## src/parent_forest_validator_assert.svh

```systemverilog
// ---------------------------------------------------------------------------
// Parent forest validator assertion macros
// Shared concurrent assertion forms, clocked on clk_i, held off in reset.
// ---------------------------------------------------------------------------
`ifndef PARENT_FOREST_VALIDATOR_ASSERT_SVH
`define PARENT_FOREST_VALIDATOR_ASSERT_SVH

// same-cycle implication
`define PFV_ASSERT_NOW(lbl, ante, cons, msg) \
  lbl: assert property (@(posedge clk_i) disable iff (!rst_ni) (ante) |-> (cons)) \
    else $error(msg);

// next-cycle implication
`define PFV_ASSERT_NEXT(lbl, ante, cons, msg) \
  lbl: assert property (@(posedge clk_i) disable iff (!rst_ni) (ante) |=> (cons)) \
    else $error(msg);

`endif

```

## src/pfv_ram.sv

```systemverilog
// ---------------------------------------------------------------------------
// Parent forest validator RAM
// Generic one-write, one-read memory with registered read data.
// ---------------------------------------------------------------------------
module pfv_ram #(
  parameter int Width = 16,
  parameter int Depth = 256
) (
  input  logic                                    clk_i,
  input  logic                                    we_i,
  input  logic [((Depth > 1) ? $clog2(Depth) : 1)-1:0] waddr_i,
  input  logic [Width-1:0]                        wdata_i,
  input  logic [((Depth > 1) ? $clog2(Depth) : 1)-1:0] raddr_i,
  output logic [Width-1:0]                        rdata_o
);

  logic [Width-1:0] mem_q [Depth];

  always_ff @(posedge clk_i) begin
    if (we_i) begin
      mem_q[waddr_i] <= wdata_i;
    end
    rdata_o <= mem_q[raddr_i];
  end

endmodule

```

## config.mk

```make
export PLATFORM = sky130hd
export DESIGN_NAME = pfv_ram
export DESIGN_NICKNAME = d
export VERILOG_FILES = /design/src/parent_forest_validator_assert.svh /design/src/pfv_ram.sv
export SDC_FILE = /design/constraint.sdc
export NUM_CORES = 2
export LEC_CHECK = 0
export BUFFER_PORTS_ARGS = -buffer_cell sky130_fd_sc_hd__buf_2
export CAP_MARGIN = 20
export CORE_ASPECT_RATIO = 0.8
export CORE_UTILIZATION = 54
export DETAILED_ROUTE_END_ITERATION = 10
export PLACE_DENSITY = 0.73
export SYNTH_ARGS = -nofsm -noshare
export SYNTH_HDL_FRONTEND = slang
export SYNTH_SLANG_ARGS = --single-unit
```

## constraint.sdc

```tcl
create_clock -name clk_i -period 2.35 [get_ports clk_i]
set_input_delay 0.1175 -clock clk_i [delete_from_list [all_inputs] [get_ports clk_i]]
set_output_delay 0.1175 -clock clk_i [all_outputs]
set_load 0.01 [all_outputs]
```

==> results.yml <==
power_and_ir_drop:
  cellPowerDensity_mw_per_mm2: 823
  vdd_drop_max_mv: 0.788
  leakagePower_nw: 60.2
  p_total_w: 0.152
global_routing:
  grt_max_degree: 96
  grt_pass1_wl_um: 605000
  gr-total-overflow: 0
  grt.total_usage_pct: 28.7
  grt_pass1_vias: 82275
  antenna_found_initial: 34
synth:
  synthFlopType: "edfxtp_1"
  yosysUniqueCellTypes: 52
  synth_xor_area_share_pct: 0
  synthMuxAreaShare_pct: 15.5
  syn-num-nets: 7394
  yosysWarnings: 0
  synth_most_common_cell: "edfxtp_1"
  ys_seq_area_share_pct: 77.7
  netlist.area_leader.share_pct: 77.5
  synth_top_family_by_area: "multiplexers"
  ys_top_cells_by_count: "edfxtp_1 (4096), mux4_2 (797), mux2i_1 (565)"
  netlist.top_cell.by_area: "edfxtp_1"
  synth_area_mm2: 0.159
  ys_top_cells_by_area: "edfxtp_1 (77%), mux4_2 (11%), mux2i_1 (3.6%), o221ai_1 (1.4%), nor2_1 (0.72%)"
  async_flop_share_pct: 0
  synth_simple_gate_area_share_pct: 1.57
  synth_edf_count: 4096
  synth_seq_cells: 4112
  synth_cells: 7360
  synth_compound_area_share_pct: 3.54
  syn_avg_cell_area_um2: 21.6
  synth-adder-area-share_pct: 0
worst_setup_path:
  cp_slowest_cell: "mux4_2"
  max_stage_delay_ns: 0.48
  end_kind: "flip-flop"
  path_class: "flip-flop to flip-flop"
  required_ns: 3.11
  arrival_ns: 3.23
  cp-start-kind: "flip-flop"
  path_cells: "mux4_2 > mux2_4 > a22oi_2 > buf_4 > nand2_4 > o32ai_4 > buf_6 > nor4_2"
  path_max_fanout: 1
detailed_routing:
  vias: 84116
  wl_per_cell_um: 34.0
  routed_via_density: 6.68
  wl_um: 428000
  drt_pass1_iterations: 6
  drt_iter0_markers: 13267
  final_antenna_net_count: 0
  route.detailed.drc: 0
layout:
  multi_input_area_mm2: 0.0335
  area_growth_pct: 16.5
  fillCellCount: 18809
  drive_gt1_share_pct: 30.5
  fin_util_pct: 63.5
  regArea_mm2: 0.123
  stdcell_count: 12595
  nets: 8459
run:
  cap_viol_max_count: 0
clock_tree:
  clockRootBuffer: "clkbuf_16"
  cts_max_level: 5
  clkLatencyLatePin_ns: 0.93
  cts_tree: "yes"
  clock_sinks: 4112
  clock_path_buffers: 4
  numCtsBuffers: 381
  path_clk_slew_ns: 0.06
place:
  place_ws_ns: -1.17
  globalplace.congestion: 0.952
  portBuffers: 49
  dp.cells: 11872
  dp_hpwl_um: 266000
sta:
  fmax_mhz: 406
  tightest_slew_ns: 1.06
  final.setup.worst_slack_ns: -0.115
  relSlewSlack_pct: 29.1
  fin_skew_ns: 0.0485
  fin_crit_sh_pct: 105
  post-route-min-period_ns: 2.46
  hold_viol_final: 0
  rsz0062_at_grt: "true"
  whs_ns: 0.0491
  slew_viol_final: 0
  setup_viol: 8
run_status:
  status: "finished with violations"
  violations: "setup timing"
floorplan:
  start_util_pct: 54.5
  dieArea_mm2: 0.296
  core_mm2: 0.291
  pin_count: 50
  num_rows: 177
  die_y_um: 487
  die_x_um: 608
hold_path:
  hp-class: "input pin to flip-flop"
-- worst max-delay path: cells and delay by family, from the launching register on --
kind	cells	cell delay (ns)
AOI/OAI and AO/OA	2	0.70
DFF	1	0.38
and+or+nand+nor	2	0.11
muxes	2	0.76
buffers and inverters	2	0.37
-- what timing repair did --
item / CTS / global route
setup buffers: 0 / 0
hold endpoints to repair: 3128 / 0
pin swaps: 20 / 15
gates cloned: 0 / 0
gates resized for setup: 87 / 33
setup endpoints to repair: 16 / 16
hold buffers: 22 / 0
-- layer usage --
| layer | share of wire (%) | global-route usage (%) | vias up | routed length [um] |
|---|---|---|---|---|
| met2 | 45 | 42.9 | 6102 | 192000 |
| met1 | 37 | 41.1 | 43625 | 158000 |
| li1 | - | - | 33435 | - |
| met5 | 0.059 | 0.389 | - | 253 |
| met3 | 14 | 7.57 | 940 | 59100 |
| met4 | 4.3 | 10.7 | 14 | 18600 |
-- cell type report --
class,instances,share of cell area (%)
Multi-Input combinational cell,2792,18.1
Clock inverter,229,1.28
Sequential cell,4112,66.7
Inverter,4,0.0149
Timing Repair Buffer,1134,5.87
Tap cell,3848,2.60
Clock buffer,462,5.44
Antenna cell,14,0.0189
-- registers in the layout (all words and copies together), names as in the netlist --
signal / flops
mem_q: 4096
rdata_o: 16
-- logic make-up after synthesis --
group / Yosys count
buffers and inverters: 456
and+or+nand+nor: 556
AOI/OAI and AO/OA: 786
muxes: 1450
DFF: 4112
-- cell usage in the layout, fill, tap and decap left out, drive strengths merged, types with 6 or more instances in the layout --
cell	instances
o31ai	16
and3	11
o221ai	253
inv	15
nor2	304
clkbuf	463
mux2	88
nand3	35
nand4	26
nor3	92
buf	1111
bufinv	45
o21ai	38
clkinvlp	14
a31oi	6
diode	14
a211oi	18
a22o	32
nand2	38
nor2b	9
a221oi	28
edfxtp	4096
o32ai	21
mux4	797
o22ai	148
nor4	18
mux2i	565
dfxtp	16
dlygate4sd3	22
clkinv	159
a22oi	43
a2111oi	6
a21oi	175
-- path summary, 6_finish.rpt --
check / endpoint / cells after the start / slack, ns / from
worst max-delay path: rdata_o[12] / 8 / -0.11 / mem_q[3][12]
worst min-delay path: rdata_o[1] / 5 / 0.05 / raddr_i[6]
worst max register to register: rdata_o[12] / 8 / -0.11 / mem_q[3][12]
worst min register to register: rdata_o[2] / 6 / 1.07 / mem_q[192][2]
-- through the flow --
stage          instance area [um2]  TNS (ns)
2_1_floorplan               159000         0
3_3_place_gp                172000    -13.70
3_5_place_dp                172000    -13.66
5_1_grt                     185000    -0.814
6_report                    185000    -0.362
4_1_cts                     185000    -0.343
-- power breakdown --
part | total, W | internal (W) | switching (W)
sequential | 0.0810 | 0.0808 | 0.000168
clock | 0.0623 | 0.0355 | 0.0269
combinational | 0.00887 | 0.00346 | 0.00541
Power figures use the tool's default switching activity.
